<file path="src/hw/rtl/hce_pkg.sv">
`default_nettype none

package hce_pkg;

  localparam int BLOCK_SIZE   = 4;
  localparam int IDX_W        = 5;
  localparam int KEY_W        = 20;
  localparam int CHAR_W       = 8;
  localparam int OUT_W        = 7;
  localparam int NUM_KEY_ROWS = 4;
  localparam int FILL_W       = $clog2(BLOCK_SIZE);
  localparam int SUM_W        = 2 * IDX_W + FILL_W;

  localparam int MOD_LETTERS  = 26;
  localparam int RECIP_SHIFT  = 16;
  localparam int RECIP        = (2 ** RECIP_SHIFT + MOD_LETTERS - 1) / MOD_LETTERS;

  localparam int QUEUE_DEPTH  = 2;
  localparam int QPTR_W       = $clog2(QUEUE_DEPTH);

  localparam int CFG_ADDR_W   = 4;
  localparam int CFG_DATA_W   = 32;

  localparam logic [CHAR_W-1:0] ASCII_UPPER_A = 8'h41;
  localparam logic [CHAR_W-1:0] ASCII_UPPER_Z = 8'h5A;
  localparam logic [CHAR_W-1:0] ASCII_LOWER_A = 8'h61;
  localparam logic [CHAR_W-1:0] ASCII_LOWER_Z = 8'h7A;

  localparam logic [1:0] REG_KEY_ROW_ZERO  = 2'd0;
  localparam logic [1:0] REG_KEY_ROW_ONE   = 2'd1;
  localparam logic [1:0] REG_KEY_ROW_TWO   = 2'd2;
  localparam logic [1:0] REG_KEY_ROW_THREE = 2'd3;

  localparam logic [KEY_W-1:0] KEY_ROW_ZERO_RST  = 20'd437481;
  localparam logic [KEY_W-1:0] KEY_ROW_ONE_RST   = 20'd201956;
  localparam logic [KEY_W-1:0] KEY_ROW_TWO_RST   = 20'd309922;
  localparam logic [KEY_W-1:0] KEY_ROW_THREE_RST = 20'd284387;

  typedef logic [IDX_W-1:0] letter_t;

  typedef struct packed {
    letter_t [BLOCK_SIZE-1:0] letters;
    logic                     msg_end;
  } block_t;

  typedef logic [BLOCK_SIZE-1:0][KEY_W-1:0] key_mat_t;

  // {is_letter, index}
  function automatic logic [IDX_W:0] fold_letter(input logic [CHAR_W-1:0] c);
    logic [CHAR_W-1:0] d;
    logic [IDX_W:0]    r;
    r = '0;
    if (c >= ASCII_UPPER_A && c <= ASCII_UPPER_Z) begin
      d = c - ASCII_UPPER_A;
      r = {1'b1, d[IDX_W-1:0]};
    end else if (c >= ASCII_LOWER_A && c <= ASCII_LOWER_Z) begin
      d = c - ASCII_LOWER_A;
      r = {1'b1, d[IDX_W-1:0]};
    end
    return r;
  endfunction

endpackage

`default_nettype wire

</file>
<file path="src/hw/rtl/hce_front.sv">
`default_nettype none

module hce_front (
  input  wire logic                       clk,
  input  wire logic                       rst,
  input  wire logic                       in_valid,
  output logic                            in_stall,
  input  wire logic [hce_pkg::CHAR_W-1:0] char_in,
  input  wire logic                       message_end,
  input  wire logic                       queue_full,
  output logic                            push,
  output hce_pkg::block_t                 push_blk
);

  logic [hce_pkg::FILL_W-1:0] fill;
  logic [hce_pkg::FILL_W-1:0] fill_next;
  hce_pkg::letter_t [hce_pkg::BLOCK_SIZE-2:0] pending;
  hce_pkg::letter_t [hce_pkg::BLOCK_SIZE-2:0] pending_next;

  logic [hce_pkg::IDX_W:0]    folded;
  logic                       have;
  hce_pkg::letter_t           idx;
  logic [hce_pkg::FILL_W:0]   cnt_next;
  logic                       full_hit;
  logic                       push_req;
  logic                       accept;

  assign in_stall = queue_full;
  assign accept   = in_valid && !queue_full;
  assign folded   = hce_pkg::fold_letter(char_in);
  assign have     = folded[hce_pkg::IDX_W];
  assign idx      = folded[hce_pkg::IDX_W-1:0];
  assign cnt_next = {1'b0, fill} + {{hce_pkg::FILL_W{1'b0}}, have};
  assign full_hit = have && (fill == hce_pkg::FILL_W'(hce_pkg::BLOCK_SIZE - 1));
  assign push_req = full_hit || (message_end && (cnt_next != '0));
  assign fill_next = push_req ? '0 : cnt_next[hce_pkg::FILL_W-1:0];
  assign push     = accept && push_req;

  always_comb begin
    for (int i = 0; i < hce_pkg::BLOCK_SIZE - 1; i++) begin
      pending_next[i] = (have && fill == hce_pkg::FILL_W'(i)) ? idx : pending[i];
      push_blk.letters[i] = ((hce_pkg::FILL_W+1)'(i) < cnt_next) ? pending_next[i] : '0;
    end
    push_blk.letters[hce_pkg::BLOCK_SIZE-1] = full_hit ? idx : '0;
    push_blk.msg_end = message_end;
  end

  always_ff @(posedge clk) begin
    if (rst) begin
      fill <= '0;
    end else if (accept) begin
      fill <= fill_next;
    end
  end

  always_ff @(posedge clk) begin
    if (accept) begin
      pending <= pending_next;
    end
  end

endmodule

`default_nettype wire

</file>
<file path="src/hw/rtl/hce_queue.sv">
`default_nettype none

module hce_queue (
  input  wire logic             clk,
  input  wire logic             rst,
  input  wire logic             push,
  input  hce_pkg::block_t       wr_blk,
  output logic                  full,
  input  wire logic             pop,
  output logic                  head_valid,
  output hce_pkg::block_t       head
);

  hce_pkg::block_t            mem [hce_pkg::QUEUE_DEPTH];
  logic [hce_pkg::QPTR_W-1:0] wr_ptr;
  logic [hce_pkg::QPTR_W-1:0] rd_ptr;
  logic [hce_pkg::QPTR_W:0]   count;

  assign full       = (count == (hce_pkg::QPTR_W+1)'(hce_pkg::QUEUE_DEPTH));
  assign head_valid = (count != '0);
  assign head       = mem[rd_ptr];

  always_ff @(posedge clk) begin
    if (rst) begin
      wr_ptr <= '0;
      rd_ptr <= '0;
      count  <= '0;
    end else begin
      if (push) begin
        wr_ptr <= wr_ptr + 1'b1;
      end
      if (pop) begin
        rd_ptr <= rd_ptr + 1'b1;
      end
      unique case ({push, pop})
        2'b10:   count <= count + 1'b1;
        2'b01:   count <= count - 1'b1;
        default: count <= count;
      endcase
    end
  end

  always_ff @(posedge clk) begin
    if (push) begin
      mem[wr_ptr] <= wr_blk;
    end
  end

endmodule

`default_nettype wire

</file>
<file path="src/hw/rtl/hce_back.sv">
`default_nettype none

module hce_back (
  input  wire logic                      clk,
  input  wire logic                      rst,
  input  wire logic                      head_valid,
  input  hce_pkg::block_t                head,
  output logic                           pop,
  input  hce_pkg::key_mat_t              key,
  output logic                           out_valid,
  input  wire logic                      out_stall,
  output logic [hce_pkg::OUT_W-1:0]      cipher_char,
  output logic                           block_last,
  output logic                           message_last
);

  localparam int PROD_W = hce_pkg::SUM_W + hce_pkg::RECIP_SHIFT;

  logic [hce_pkg::FILL_W-1:0] row;
  logic                       row_last;
  logic                       out_go;
  logic                       s1_go;
  logic                       take;

  logic [hce_pkg::SUM_W-1:0]  sum;
  logic                       s1_vld;
  logic [hce_pkg::SUM_W-1:0]  s1_sum;
  logic                       s1_blast;
  logic                       s1_mlast;

  logic [PROD_W-1:0]          prod;
  logic [hce_pkg::SUM_W-1:0]  quo;
  logic [hce_pkg::SUM_W-1:0]  quo26;
  logic [hce_pkg::SUM_W-1:0]  rem;

  assign row_last = (row == hce_pkg::FILL_W'(hce_pkg::BLOCK_SIZE - 1));
  assign out_go   = !out_valid || !out_stall;
  assign s1_go    = !s1_vld || out_go;
  assign take     = head_valid && s1_go;
  assign pop      = take && row_last;

  always_comb begin
    sum = '0;
    for (int k = 0; k < hce_pkg::BLOCK_SIZE; k++) begin
      sum = sum + hce_pkg::SUM_W'(key[row][k*hce_pkg::IDX_W +: hce_pkg::IDX_W])
                * hce_pkg::SUM_W'(head.letters[k]);
    end
  end

  // mod 26 by reciprocal
  assign prod  = PROD_W'(s1_sum) * PROD_W'(hce_pkg::RECIP);
  assign quo   = prod[hce_pkg::RECIP_SHIFT +: hce_pkg::SUM_W];
  assign quo26 = (quo << 4) + (quo << 3) + (quo << 1);
  assign rem   = s1_sum - quo26;

  always_ff @(posedge clk) begin
    if (rst) begin
      row       <= '0;
      s1_vld    <= 1'b0;
      out_valid <= 1'b0;
    end else begin
      if (take) begin
        row <= row_last ? '0 : row + 1'b1;
      end
      if (s1_go) begin
        s1_vld <= take;
      end
      if (out_go) begin
        out_valid <= s1_vld;
      end
    end
  end

  always_ff @(posedge clk) begin
    if (take) begin
      s1_sum   <= sum;
      s1_blast <= row_last;
      s1_mlast <= row_last && head.msg_end;
    end
    if (out_go && s1_vld) begin
      cipher_char  <= hce_pkg::ASCII_LOWER_A[hce_pkg::OUT_W-1:0]
                    + hce_pkg::OUT_W'(rem);
      block_last   <= s1_blast;
      message_last <= s1_mlast;
    end
  end

endmodule

`default_nettype wire

</file>
<file path="src/hw/rtl/hill_cipher_encrypt_4x4.sv">
// A completed block enters the queue; its letters then pass the sum and output registers.
// Throughput: one character per cycle unless the queue is full; blocks leave at one letter
//   per cycle unless out_stall is high, as the back end has a single row-product unit.
// A message end that flushes a partial block pads it with zero letters to a full block.
// Reset (synchronous, rst high): fill count, queue and pipeline cleared; key rows
//   return to their default values.
`default_nettype none

module hill_cipher_encrypt_4x4 (
  input  wire logic                           clk,
  input  wire logic                           rst,
  input  wire logic                           in_valid,
  output logic                                in_stall,
  input  wire logic [hce_pkg::CHAR_W-1:0]     char_in,
  input  wire logic                           message_end,
  output logic                                out_valid,
  input  wire logic                           out_stall,
  output logic [hce_pkg::OUT_W-1:0]           cipher_char,
  output logic                                block_last,
  output logic                                message_last,
  input  wire logic                           psel,
  input  wire logic                           penable,
  input  wire logic                           pwrite,
  input  wire logic [hce_pkg::CFG_ADDR_W-1:0] paddr,
  input  wire logic [hce_pkg::CFG_DATA_W-1:0] pwdata,
  output logic [hce_pkg::CFG_DATA_W-1:0]      prdata,
  output logic                                pready
);

  logic [hce_pkg::NUM_KEY_ROWS-1:0][hce_pkg::KEY_W-1:0] key_rows;
  hce_pkg::key_mat_t key;
  logic [1:0]        reg_sel;
  logic              cfg_wr;

  logic              push;
  hce_pkg::block_t   push_blk;
  logic              queue_full;
  logic              head_valid;
  hce_pkg::block_t   head;
  logic              pop;

  assign pready  = 1'b1;
  assign reg_sel = paddr[3:2];
  assign cfg_wr  = psel && penable && pwrite;

  always_ff @(posedge clk) begin
    if (rst) begin
      key_rows[hce_pkg::REG_KEY_ROW_ZERO]  <= hce_pkg::KEY_ROW_ZERO_RST;
      key_rows[hce_pkg::REG_KEY_ROW_ONE]   <= hce_pkg::KEY_ROW_ONE_RST;
      key_rows[hce_pkg::REG_KEY_ROW_TWO]   <= hce_pkg::KEY_ROW_TWO_RST;
      key_rows[hce_pkg::REG_KEY_ROW_THREE] <= hce_pkg::KEY_ROW_THREE_RST;
    end else if (cfg_wr) begin
      unique case (reg_sel)
        hce_pkg::REG_KEY_ROW_ZERO:  key_rows[hce_pkg::REG_KEY_ROW_ZERO]  <= pwdata[hce_pkg::KEY_W-1:0];
        hce_pkg::REG_KEY_ROW_ONE:   key_rows[hce_pkg::REG_KEY_ROW_ONE]   <= pwdata[hce_pkg::KEY_W-1:0];
        hce_pkg::REG_KEY_ROW_TWO:   key_rows[hce_pkg::REG_KEY_ROW_TWO]   <= pwdata[hce_pkg::KEY_W-1:0];
        hce_pkg::REG_KEY_ROW_THREE: key_rows[hce_pkg::REG_KEY_ROW_THREE] <= pwdata[hce_pkg::KEY_W-1:0];
        default: ;
      endcase
    end
  end

  always_comb begin
    prdata = '0;
    unique case (reg_sel)
      hce_pkg::REG_KEY_ROW_ZERO:  prdata[hce_pkg::KEY_W-1:0] = key_rows[hce_pkg::REG_KEY_ROW_ZERO];
      hce_pkg::REG_KEY_ROW_ONE:   prdata[hce_pkg::KEY_W-1:0] = key_rows[hce_pkg::REG_KEY_ROW_ONE];
      hce_pkg::REG_KEY_ROW_TWO:   prdata[hce_pkg::KEY_W-1:0] = key_rows[hce_pkg::REG_KEY_ROW_TWO];
      hce_pkg::REG_KEY_ROW_THREE: prdata[hce_pkg::KEY_W-1:0] = key_rows[hce_pkg::REG_KEY_ROW_THREE];
      default: ;
    endcase
  end

  always_comb begin
    for (int r = 0; r < hce_pkg::BLOCK_SIZE; r++) begin
      key[r] = key_rows[r];
    end
  end

  hce_front u_front (
    .clk         (clk),
    .rst         (rst),
    .in_valid    (in_valid),
    .in_stall    (in_stall),
    .char_in     (char_in),
    .message_end (message_end),
    .queue_full  (queue_full),
    .push        (push),
    .push_blk    (push_blk)
  );

  hce_queue u_queue (
    .clk        (clk),
    .rst        (rst),
    .push       (push),
    .wr_blk     (push_blk),
    .full       (queue_full),
    .pop        (pop),
    .head_valid (head_valid),
    .head       (head)
  );

  hce_back u_back (
    .clk          (clk),
    .rst          (rst),
    .head_valid   (head_valid),
    .head         (head),
    .pop          (pop),
    .key          (key),
    .out_valid    (out_valid),
    .out_stall    (out_stall),
    .cipher_char  (cipher_char),
    .block_last   (block_last),
    .message_last (message_last)
  );

endmodule

`default_nettype wire

</file>
<file path="config.mk">
export PLATFORM = sky130hd
export DESIGN_NAME = hill_cipher_encrypt_4x4
export DESIGN_NICKNAME = d
export VERILOG_FILES = /design/src/hw/rtl/hce_pkg.sv /design/src/hw/rtl/hce_front.sv /design/src/hw/rtl/hce_queue.sv /design/src/hw/rtl/hce_back.sv /design/src/hw/rtl/hill_cipher_encrypt_4x4.sv
export SDC_FILE = /design/constraint.sdc
export NUM_CORES = 1
export LEC_CHECK = 0
export ABC_AREA = 1
export BUFFER_PORTS_ARGS = -buffer_cell sky130_fd_sc_hd__buf_2
export CAP_MARGIN = 5
export CORE_UTILIZATION = 65
export DETAILED_ROUTE_END_ITERATION = 10
export PLACE_DENSITY = 0.85
export SLEW_MARGIN = 20
export SYNTH_ARGS = -nofsm -noshare
export SYNTH_HDL_FRONTEND = slang
export SYNTH_HIERARCHICAL = 1
export SYNTH_SLANG_ARGS = --single-unit
</file>
<file path="constraint.sdc">
create_clock -name clk -period 14.7 [get_ports clk]
set_clock_uncertainty 0.15 [all_clocks]
set_input_delay 2.205 -clock clk [delete_from_list [all_inputs] [get_ports clk]]
set_output_delay 2.205 -clock clk [all_outputs]
set_load 0.05 [all_outputs]
</file>
==> impl_metrics.ini <==
[outcome]
run_status = complete, but fails checks
violations = design-rule violations

[global_route]
grtUsageTotal_pct = 30.7
grtUsageMet2_pct = 55.1
antenna_found_initial = 2
grt_pass1_vias = 12000
met3_usage_pct = 4.58
grt-ovfl-total = 0
grt_use_met1_pct = 36.0
grt_pass1_wl_mm = 56.6
grt.busiest_layer = met2
grt_max_degree = 81

[worst_setup_path]
startpoint = u_back/s1_sum[3]
r2r_setup_slack_ps = 7160
worstReg2RegStart = u_back/s1_sum[3]
worst_setup_path_start_kind = flip-flop
path_class = flip-flop to flip-flop
crit_path_end_kind = flip-flop
required_ps = 14750
crit_slowest_cell = edfxtp_1
worst-path-max-fanout = 9
cp_data_arrival_time_ps = 7580
slowest_delay_ps = 620

[synth]
synth-edff-count = 80
syn-cell-area_mm2 = 0.0147
seq_area_frac_synth_pct = 28.8
synth.distinct_cells = 46
ys_seq_elements = 171
avgSynthCellArea_um2 = 8.18
synth_top_area_share_pct = 17.2
ys_top_cells_by_area = fa_1 (17%), edfxtp_1 (16%), ha_1 (13%)
syn_inst = 1792
synthFlopType = dfxtp_1
ys_async_sr_fraction_pct = 0
yosys.area.top_type = fa_1
yosys_warnings = 6

[sta]
hold_viol = 0
max_slew_margin_pct = 20.3
fin_crit_ps = 7540
max_freq_ghz = 0.133
slew_violations = 0
setup_viol = 0
rsz0062_at_grt = no
fin_tns_setup_ps = 0
fin_crit_sh_pct = 51.3
worst_slew_pin_slew_ps = 1190
whs_ps = 276

[place]
portBuffers = 68
place_congestion = 0.955
post-dp-hpwl_mm = 25.0
placed_cells = 2100

[drt]
wl_mm = 34.3
drt.antenna.violating_nets = 0
wl_per_cell_um = 16.1
vias_per_cell = 5.60
via_count = 12000
first_pass_iters = 9
route.detailed.drc = 3
drtIter0Drc = 1087

[worst_hold_path]
hp-start = u_back/s1_mlast
holdCritPathClass = flip-flop to flip-flop

[die]
die-area_mm2 = 0.0232
initial_core_util_pct = 66.8
die_y_um = 152
design.core.area_mm2 = 0.0220
die_w_um = 152
rows = 54
ios = 96

[clocking]
clk_pin_slew_ps = 80
numCtsBuffers = 17
clk_latency_ps = 440
clockBufferDepth = 2
post_cts_buffers = 0
htreeDepth = 4
cts_hold_buf = 0
post_cts_resize_count = 0
cts_tree = built
cts_root_buffer = clkbuf_16
numClockSinks = 171

[layout]
area_delta_synth_final_pct = 7.48
finish.utilization_pct = 71.8
fin_cells = 2133
fin_nets = 2165
drive_gt1_share_pct = 9.56

[job]
drv_cap = 0
final timing paths:
kind              cells after the start                     to
setup / recovery                     30  u_back/cipher_char[6]
setup reg to reg                     30  u_back/cipher_char[6]
hold / removal                        0    u_back/message_last
hold reg to reg                       0    u_back/message_last
state kept, by name, summed over array words and instances, names as in the netlist, named ones only:
| name | flops |
|---|---|
| u_back/out_valid | 1 |
| u_queue/wr_ptr | 1 |
| u_queue/rd_ptr | 1 |
| key | 80 |
| u_back/s1_vld | 1 |
| u_front/pending | 15 |
| u_back/s1_mlast | 1 |
| u_queue/count | 2 |
| u_back/s1_sum | 12 |
| u_back/row | 2 |
| u_queue/mem | 42 |
| u_back/cipher_char | 7 |
| u_back/message_last | 1 |
| u_front/fill | 2 |
| u_back/s1_blast | 1 |
| u_back/block_last | 1 |
stage by stage:
stage	instance area, um2	worst slack (ps)
floorplan	14700	7670
global placement	15100	7190
detailed placement	15100	7100
CTS	15800	7100
global route	15800	6670
finish	15800	7160
cell families after synthesis:
kind of cell | after synthesis | synth area share [%]
other | 2 | 0.0512
AO/OA/AOI/OAI | 63 | 2.63
flip-flops | 171 | 28.8
XOR/XNOR | 23 | 1.37
buffers and inverters | 390 | 10.9
adder cells (fa/ha/maj) | 274 | 29.8
AND/OR/NAND/NOR | 848 | 24.3
multiplexers | 21 | 2.12
synth_stat cells (15+ instances only):
| cell | instances |
|---|---|
| nand4_1 | 40 |
| nand2_1 | 435 |
| fa_1 | 126 |
| edfxtp_1 | 80 |
| buf_2 | 21 |
| xor2_1 | 15 |
| inv_1 | 312 |
| clkbuf_1 | 18 |
| mux2_4 | 20 |
| nor2_1 | 202 |
| a21oi_1 | 32 |
| ha_1 | 148 |
| buf_4 | 18 |
| dfxtp_1 | 91 |
| nand3_1 | 144 |
worst max-delay path, delay by kind of cell (launching register included):
family,cells,cell delay (ps)
AOI/OAI and AO/OA,3,500
adders and majority gates,10,4500
DFF,1,620
xor gates and xnor gates,1,470
buffers and inverters,8,430
and+or+nand+nor,8,640
layout make-up:
class | count | area, um2
Clock inverter | 14 | 166
Multi-Input combinational cell | 1242 | 8900
Fill cell | 1567 | 6200
Clock buffer | 18 | 450
Sequential cell | 171 | 4220
Timing Repair Buffer | 82 | 445
Tap cell | 280 | 350
Inverter | 325 | 1220
Antenna cell | 1 | 2.50
placed cells by master (no fill, tap or decap), drive strengths merged, types with 2 or more instances in the layout:
| cell type | count |
|---|---|
| nand2 | 447 |
| inv | 331 |
| nor2 | 206 |
| nand3 | 149 |
| ha | 148 |
| fa | 126 |
| dfxtp | 91 |
| buf | 82 |
| edfxtp | 80 |
| nand4 | 40 |
| a21oi | 35 |
| mux2 | 21 |
| clkbuf | 18 |
| xor2 | 15 |
| conb | 13 |
| o21ai | 9 |
| xnor2 | 8 |
| nor3 | 6 |
| clkinv | 6 |
| a21o | 3 |
| a31oi | 3 |
| o21bai | 3 |
| o2111ai | 2 |
| a211oi | 2 |
| o211ai | 2 |
layer usage:
layer	part of all wire, %	routed length [um]	up-vias
li1	-	-	5673
met1	38	13100	5656
met2	51	17400	511
met3	6.9	2360	109
met4	4.2	1430	2
met5	0.038	13	-
Power is left out: the tool's default activity adds up to more than one toggle a clock period on the data nets, which glitch-free logic cannot reach.
